===== src/rtl/dlds_pkg.sv =====
// Shared constants and dot-pattern lookup for the double lores dot serializer.
`default_nettype none
package dlds_pkg;

    localparam int DOTS_PER_CELL    = 7;
    localparam int DOTS_PER_COLUMN  = 2 * DOTS_PER_CELL;
    localparam int PAIRS_PER_COLUMN = DOTS_PER_COLUMN / 2;
    localparam int PAIR_CNT_W       = $clog2(PAIRS_PER_COLUMN);

    typedef logic [DOTS_PER_CELL-1:0]   cell_dots_t;
    typedef logic [DOTS_PER_COLUMN-1:0] row_dots_t;
    typedef logic [PAIR_CNT_W-1:0]      pair_cnt_t;

    localparam pair_cnt_t LAST_PAIR = pair_cnt_t'(PAIRS_PER_COLUMN - 1);

    // Entries 0..15 even columns, 16..31 the pattern rotated by two dots.
    localparam cell_dots_t CELL_DOTS [32] = '{
        7'h00, 7'h11, 7'h22, 7'h33, 7'h44, 7'h55, 7'h66, 7'h77,
        7'h08, 7'h19, 7'h2A, 7'h3B, 7'h4C, 7'h5D, 7'h6E, 7'h7F,
        7'h00, 7'h44, 7'h08, 7'h4C, 7'h11, 7'h55, 7'h19, 7'h5D,
        7'h22, 7'h66, 7'h2A, 7'h6E, 7'h33, 7'h77, 7'h3B, 7'h7F
    };

    function automatic cell_dots_t expand(input logic [3:0] nibble, input logic odd);
        return CELL_DOTS[{odd, nibble}];
    endfunction

endpackage
`default_nettype wire


===== src/rtl/dlds_in_if.sv =====
// Column input channel: one text-memory column per word.
`default_nettype none
interface dlds_in_if;
    logic       valid;
    logic       ready;
    logic [7:0] aux_byte;
    logic [7:0] main_byte;
    logic       odd_column;

    modport source (output valid, output aux_byte, output main_byte, output odd_column,
                    input ready);
    modport sink   (input valid, input aux_byte, input main_byte, input odd_column,
                    output ready);
endinterface
`default_nettype wire


===== src/rtl/dlds_out_if.sv =====
// Dot-pair output channel: two dots of each cell row per word.
`default_nettype none
interface dlds_out_if;
    logic       valid;
    logic       ready;
    logic [1:0] upper_dots;
    logic [1:0] lower_dots;
    logic       last_pair;

    modport source (output valid, output upper_dots, output lower_dots, output last_pair,
                    input ready);
    modport sink   (input valid, input upper_dots, input lower_dots, input last_pair,
                    output ready);
endinterface
`default_nettype wire


===== src/rtl/double_lores_dot_serializer_core.sv =====
// Double lores column to monochrome dot-pair serializer, top level.
//
//  channel  dir  payload                                   handshake
//  column   in   aux_byte[8] main_byte[8] odd_column[1]    valid/ready
//  dots     out  upper_dots[2] lower_dots[2] last_pair[1]  valid/ready
//
// One column word yields seven dot-pair words. The next column is taken in the
// cycle its predecessor's last pair moves to the output register. The accepted
// column is registered in the shift registers, then its first pair moves to the
// output register. Reset clears the valid/busy flags only. A stall on dots
// holds the output register and the shift registers; no word is dropped.
`default_nettype none
module double_lores_dot_serializer_core (
    input  wire logic   clk,
    input  wire logic   rst_n,
    dlds_in_if.sink     column,
    dlds_out_if.source  dots
);

    dlds_pkg::row_dots_t up_reg, up_next;
    dlds_pkg::row_dots_t lo_reg, lo_next;
    dlds_pkg::pair_cnt_t cnt_reg, cnt_next;
    logic                busy_reg, busy_next;
    logic                out_valid_reg, out_valid_next;
    logic [1:0]          out_up_reg, out_up_next;
    logic [1:0]          out_lo_reg, out_lo_next;
    logic                out_last_reg, out_last_next;

    logic advance;
    logic accept;
    logic at_last;

    assign at_last      = (cnt_reg == dlds_pkg::LAST_PAIR);
    assign advance      = busy_reg && (!out_valid_reg || dots.ready);
    assign column.ready = !busy_reg || (advance && at_last);
    assign accept       = column.valid && column.ready;

    always_comb
    begin
        up_next        = up_reg;
        lo_next        = lo_reg;
        cnt_next       = cnt_reg;
        busy_next      = busy_reg;
        out_valid_next = out_valid_reg && !dots.ready;
        out_up_next    = out_up_reg;
        out_lo_next    = out_lo_reg;
        out_last_next  = out_last_reg;

        if (advance)
        begin
            out_valid_next = 1'b1;
            out_up_next    = up_reg[1:0];
            out_lo_next    = lo_reg[1:0];
            out_last_next  = at_last;
            up_next        = up_reg >> 2;
            lo_next        = lo_reg >> 2;
            cnt_next       = cnt_reg + 1'b1;
            if (at_last)
                busy_next = 1'b0;
        end

        if (accept)
        begin
            // aux dots occupy the low half, so they leave first
            up_next   = {dlds_pkg::expand(column.main_byte[3:0], column.odd_column),
                         dlds_pkg::expand(column.aux_byte[3:0],  column.odd_column)};
            lo_next   = {dlds_pkg::expand(column.main_byte[7:4], column.odd_column),
                         dlds_pkg::expand(column.aux_byte[7:4],  column.odd_column)};
            cnt_next  = '0;
            busy_next = 1'b1;
        end
    end

    always_ff @(posedge clk or negedge rst_n)
    begin
        if (!rst_n)
        begin
            busy_reg      <= 1'b0;
            out_valid_reg <= 1'b0;
        end
        else
        begin
            busy_reg      <= busy_next;
            out_valid_reg <= out_valid_next;
        end
    end

    always_ff @(posedge clk)
    begin
        up_reg       <= up_next;
        lo_reg       <= lo_next;
        cnt_reg      <= cnt_next;
        out_up_reg   <= out_up_next;
        out_lo_reg   <= out_lo_next;
        out_last_reg <= out_last_next;
    end

    assign dots.valid      = out_valid_reg;
    assign dots.upper_dots = out_up_reg;
    assign dots.lower_dots = out_lo_reg;
    assign dots.last_pair  = out_last_reg;

    a_accept_starts: assert property (@(posedge clk) disable iff (!rst_n)
        (column.valid && column.ready) |=> (busy_reg && cnt_reg == '0))
        else $error("column accept did not start a new pair sequence");

    a_pair_follows: assert property (@(posedge clk) disable iff (!rst_n)
        (dots.valid && dots.ready && !dots.last_pair) |=> dots.valid)
        else $error("gap after a non-final dot pair");

    a_cnt_range: assert property (@(posedge clk) disable iff (!rst_n)
        busy_reg |-> (cnt_reg <= dlds_pkg::LAST_PAIR))
        else $error("pair counter out of range");

    a_no_accept_midway: assert property (@(posedge clk) disable iff (!rst_n)
        (busy_reg && !at_last) |-> !column.ready)
        else $error("column taken before the last pair left");

endmodule
`default_nettype wire


===== src/flat_wrapper.sv =====
// flat-port wrapper written by rule: the top's interface ports become plain ports
module double_lores_dot_serializer_core_flat 
  (clk, rst_n, column_valid, column_aux_byte, column_main_byte, column_odd_column, column_ready, dots_valid, dots_upper_dots, dots_lower_dots, dots_last_pair, dots_ready);
  dlds_in_if column_i ();
  dlds_out_if dots_i ();
  input  wire logic clk;
  input  wire logic rst_n;
  input wire logic [$bits(column_i.valid)-1:0] column_valid;
  input wire logic [$bits(column_i.aux_byte)-1:0] column_aux_byte;
  input wire logic [$bits(column_i.main_byte)-1:0] column_main_byte;
  input wire logic [$bits(column_i.odd_column)-1:0] column_odd_column;
  output wire logic [$bits(column_i.ready)-1:0] column_ready;
  output wire logic [$bits(dots_i.valid)-1:0] dots_valid;
  output wire logic [$bits(dots_i.upper_dots)-1:0] dots_upper_dots;
  output wire logic [$bits(dots_i.lower_dots)-1:0] dots_lower_dots;
  output wire logic [$bits(dots_i.last_pair)-1:0] dots_last_pair;
  input wire logic [$bits(dots_i.ready)-1:0] dots_ready;
  assign column_i.valid = column_valid;
  assign column_i.aux_byte = column_aux_byte;
  assign column_i.main_byte = column_main_byte;
  assign column_i.odd_column = column_odd_column;
  assign column_ready = column_i.ready;
  assign dots_valid = dots_i.valid;
  assign dots_upper_dots = dots_i.upper_dots;
  assign dots_lower_dots = dots_i.lower_dots;
  assign dots_last_pair = dots_i.last_pair;
  assign dots_i.ready = dots_ready;
  double_lores_dot_serializer_core u_core (.clk(clk), .rst_n(rst_n), .column(column_i), .dots(dots_i));
endmodule

===== config.mk =====
export PLATFORM = sky130hd
export DESIGN_NAME = double_lores_dot_serializer_core_flat
export DESIGN_NICKNAME = d
export VERILOG_FILES = /design/src/rtl/dlds_pkg.sv /design/src/rtl/dlds_in_if.sv /design/src/rtl/dlds_out_if.sv /design/src/rtl/double_lores_dot_serializer_core.sv /design/src/flat_wrapper.sv
export SDC_FILE = /design/constraint.sdc
export NUM_CORES = 1
export LEC_CHECK = 0
export BUFFER_PORTS_ARGS = -buffer_cell sky130_fd_sc_hd__clkbuf_2
export CAP_MARGIN = 10
export CORE_ASPECT_RATIO = 1.25
export CORE_MARGIN = 2
export CORE_UTILIZATION = 40
export DETAILED_ROUTE_END_ITERATION = 7
export GPL_ROUTABILITY_DRIVEN = 0
export HOLD_SLACK_MARGIN = 0.1
export PLACE_DENSITY = 0.72
export SLEW_MARGIN = 15
export SYNTH_ARGS = -nofsm -noshare
export SYNTH_HDL_FRONTEND = slang
export SYNTH_SLANG_ARGS = --single-unit

===== constraint.sdc =====
create_clock -name clk -period 3.93 [get_ports clk]
set_clock_uncertainty 0.15 [all_clocks]
set_input_delay 0.786 -clock clk [delete_from_list [all_inputs] [get_ports clk]]
set_output_delay 0.786 -clock clk [all_outputs]
set_load 0.02 [all_outputs]

==> qor.txt <==
LAYOUT
--------------------------------------------------------------------------------------------------
Final-stage net count ...............................................................          193
Synth-to-Final Area Change ..........................................................        17.1%
Fraction of layout instances using a drive strength above 1 .........................        0.240
Ant. Diodes .........................................................................            0
Fillers .............................................................................          398
Post-route cell area ................................................................ 0.00206 mm^2

HOLD PATH
--------------------------------------------------------------------------------------------------
Path type of the worst min-delay path ...............................................  in -> async

LOGIC SYNTHESIS
--------------------------------------------------------------------------------------------------
Post-synth net total ................................................................          167
Main flop type after synthesis ...................................................... sky130_fd_sc_hd__edfxtp_1
Synth top cells by count ............................................................ sky130_fd_sc_hd__edfxtp_1 (33), sky130_fd_sc_hd__a21oi_1 (32), sky130_fd_sc_hd__nor2_1 (24)
Register bit count reported by yosys ................................................           38
Portion of synthesized cell area occupied by the leading cell type ..................        0.565
Synthesized area .................................................................... 0.00176 mm^2
Mapped Cells ........................................................................          144
Post-synth EDFFs ....................................................................           33
Part of the Yosys area used for sequential elements .................................        0.627
Most instantiated library cell after synthesis ...................................... sky130_fd_sc_hd__edfxtp_1
Number of unique standard cell types used by synthesis ..............................           22
Fraction of registers with async set or reset after synthesis .......................       0.0526
Synth area leader ................................................................... sky130_fd_sc_hd__edfxtp_1
Synthesized area per cell ...........................................................    12.2 um^2
Synth top area cells ................................................................ sky130_fd_sc_hd__edfxtp_1 (56%), sky130_fd_sc_hd__a21oi_1 (9.1%), sky130_fd_sc_hd__mux2i_1 (9.1%)
Synthesis warning total .............................................................            0

GLOBAL ROUTE
--------------------------------------------------------------------------------------------------
Overall overflow remaining after global route .......................................            0
Global routing met3 resource utilization ............................................       0.0444
Maximum number of pins on one net before global-route repair ........................           37
GR Util met2 ........................................................................        0.215
Busiest layer in global routing .....................................................         met2
Overall routing resource usage ......................................................        0.135
Met1 Use GR .........................................................................        0.172
Wire length of the first global-routing pass ........................................      5030 um
Number of global-route vias before repair ...........................................         1073
Antenna violations before repair ....................................................            0

TIMING
--------------------------------------------------------------------------------------------------
Setup TNS after final layout ........................................................         0 ns
Count of final hold-check violations ................................................            0
Final-report setup violation count ..................................................            0
Unrepaired setup endpoints after global routing .....................................        false
Final number of max-transition violations ...........................................            0
Post-route clock period utilization .................................................        0.643
Min setup slack post-route ..........................................................      1.40 ns
Final hold slack ....................................................................     0.116 ns
Slew at the pin closest to its max-slew limit .......................................     0.686 ns
Relative slew slack .................................................................        0.543
Fmax ................................................................................    0.396 GHz
Time the worst path needs with I/O delays and setup .................................      2.53 ns

ROUTE
--------------------------------------------------------------------------------------------------
Via total after detailed routing ....................................................         1150
Count of routing violations after the opening detailed-route iteration ..............           58
Routed length per placed instance ...................................................      13.7 um
Antenna violation net count after detailed routing ..................................            0
DR DRC count ........................................................................            0
Number of vias per cell after detailed routing ......................................         5.07
First-pass iteration count of the detailed router ...................................            4
Total detailed-routing wirelength ...................................................      3120 um

FLOORPLAN
--------------------------------------------------------------------------------------------------
Number of I/O pins ..................................................................           28
Initial Utilization .................................................................        0.422
Standard-cell row count .............................................................           26
Core region area .................................................................... 0.00416 mm^2
Overall die area .................................................................... 0.00494 mm^2
Die Y ...............................................................................      78.1 um
Chip Width ..........................................................................      63.3 um

SETUP PATH
--------------------------------------------------------------------------------------------------
Launch point of the worst reg-to-reg path ........................................... u_core.cnt_reg[0]$_SDFFE_PP0P_
FF-to-FF path depth .................................................................            7
Crit path max-delay cell type ....................................................... sky130_fd_sc_hd__dfxtp_1
Endpoint of the most critical register-to-register path ............................. u_core.up_reg[2]$_DFFE_PP_
Delay contributed by the slowest stage of the critical path .........................      0.37 ns
Element type at the critical path start .............................................    flip-flop
Family of cells with the greatest summed delay on the critical path .................   flip-flops
Highest fanout seen on the critical path ............................................           36
Register-to-register setup slack ....................................................      1.55 ns
Arr. time, crit path ................................................................      1.59 ns
Type of the worst setup path ........................................................   reg -> out
Ordered list of cells on the worst path ............................................. inv_1, ha_1, and2_4, a21o_4, clkbuf_2
Required time of the critical path ..................................................      2.99 ns
Critical Path Sink Type .............................................................   output pin
CP Buf/Inv Count ....................................................................            2

STATUS
--------------------------------------------------------------------------------------------------
Result of the run ................................................................... finished, final reports clean

POWER
--------------------------------------------------------------------------------------------------
Leakage Power .......................................................................     0.880 nW
Switching part of the total .........................................................        0.278
Ratio of total power to cell area ...................................................  707 mW/mm^2
Sequential share of power ...........................................................        0.479
Cell internal pwr ...................................................................    0.00105 W
Part of the total power dissipated in the clock network .............................        0.277
Final total power ...................................................................    0.00145 W
Maximum VDD drop ....................................................................       272 uV
Relative contribution of combinational cells to total power .........................        0.244
Net Switching .......................................................................   0.000404 W

CLOCK TREE
--------------------------------------------------------------------------------------------------
Clock latency on the worst-skew pair ................................................      0.29 ns
Clock transition time at the flip-flop clock pins of the worst setup and hold paths .      0.07 ns
Quantity of gates resized following cts .............................................            0
Buffer type at the clock tree root .................................................. sky130_fd_sc_hd__clkbuf_8
# clock sinks .......................................................................           38
CTS tree ............................................................................          yes
Num CTS Buffers .....................................................................            5
H-tree levels .......................................................................            2
Worst-case clock buffer depth .......................................................            2
Number of setup buffers added after CTS .............................................            0
Number of buffers inserted for hold repair after clock tree synthesis ...............            0

PLACEMENT
--------------------------------------------------------------------------------------------------
Instance area after placement ....................................................... 0.00191 mm^2
Input/output buffers ................................................................           27
HPWL after DPL ......................................................................      2160 um
Setup WS pre-CTS ....................................................................      1.18 ns

RUN
--------------------------------------------------------------------------------------------------
Number of violations of the max-capacitance limit ...................................            0

==> metal layers <==
layer / share of wire / routed length [um]
met5: 0 / 0
met4: 0.011 / 35
met3: 0.059 / 183
met2: 0.50 / 1550
met1: 0.43 / 1350
==> through the flow <==
stage / utilization / instances
final: 0.494 / 227
after global routing: 0.494 / 227
after CTS: 0.494 / 227
after detailed placement: 0.459 / 219
after global placement: 0.459 / 219
after floorplan: - / 144
==> power groups by stage <==
stage	combinational, W	clock, W	sequential (W)
2_1_floorplan	0.000256	0	0.000718
3_3_place_gp	0.000340	0	0.000698
3_5_place_dp	0.000358	0	0.000703
4_1_cts	0.000360	0.000412	0.000697
5_1_grt	0.000404	0.000425	0.000710
6_report	0.000355	0.000403	0.000695
==> worst max path at each step <==
stage / from / end / slack (ns) / depth (start not counted)
finish: u_core.cnt_reg[0]$_SDFFE_PP0P_ / column_ready / 1.40 / 5
global route: u_core.cnt_reg[0]$_SDFFE_PP0P_ / column_ready / 1.32 / 5
CTS: u_core.cnt_reg[0]$_SDFFE_PP0P_ / column_ready / 1.38 / 5
detailed placement: dots_ready / u_core.lo_reg[2]$_DFFE_PP_ / 1.18 / 6
global placement: dots_ready / u_core.lo_reg[2]$_DFFE_PP_ / 1.32 / 6
floorplan: dots_ready / u_core.lo_reg[0]$_DFFE_PP_ / 0.49 / 2
==> final cells by class <==
cell class,instances,area (um^2),share of cell area
Sequential cell,38,1100,0.536
Multi-Input combinational cell,95,592,0.288
Timing Repair Buffer,28,143,0.0694
Clock buffer,6,82.6,0.0402
Tap cell,56,70.1,0.0341
Clock inverter,2,60.1,0.0292
Inverter,2,7.51,0.00365
==> kinds of logic (layout without fill, tap and decap cells) <==
group                      after synthesis  after routing  share of synthesized area
muxes                                   16             16                     0.0912
AOI/OAI and AO/OA                       35             35                      0.107
adders and majority gates                2              2                     0.0143
buffers and inverters                   11             38                     0.0378
xor gates and xnor gates                 2              2                    0.00998
DFF                                     38             38                      0.627
and+or+nand+nor                         40             40                      0.113
==> cells in the final DEF (no fill, tap or decap) <==
cell type                   synthesis  layout
sky130_fd_sc_hd__a211oi_1           1       1
sky130_fd_sc_hd__a21o_4             1       1
sky130_fd_sc_hd__a21oi_1           32      32
sky130_fd_sc_hd__and2_4             2       2
sky130_fd_sc_hd__and3_1             9       9
sky130_fd_sc_hd__buf_4              2       1
sky130_fd_sc_hd__bufinv_16          0       2
sky130_fd_sc_hd__clkbuf_2           0      27
sky130_fd_sc_hd__clkbuf_8           0       6
sky130_fd_sc_hd__dfrtp_1            2       2
sky130_fd_sc_hd__dfxtp_1            3       3
sky130_fd_sc_hd__edfxtp_1          33      33
sky130_fd_sc_hd__ha_1               2       2
sky130_fd_sc_hd__inv_1              2       2
sky130_fd_sc_hd__mux2i_1           16      16
sky130_fd_sc_hd__nand2_1            2       2
sky130_fd_sc_hd__nand2b_1           1       1
sky130_fd_sc_hd__nand2b_4           1       1
sky130_fd_sc_hd__nor2_1            24      24
sky130_fd_sc_hd__nor2b_1            1       1
sky130_fd_sc_hd__o21ai_2            0       1
sky130_fd_sc_hd__xnor2_1            2       2
(Power assumes the default switching activity.)
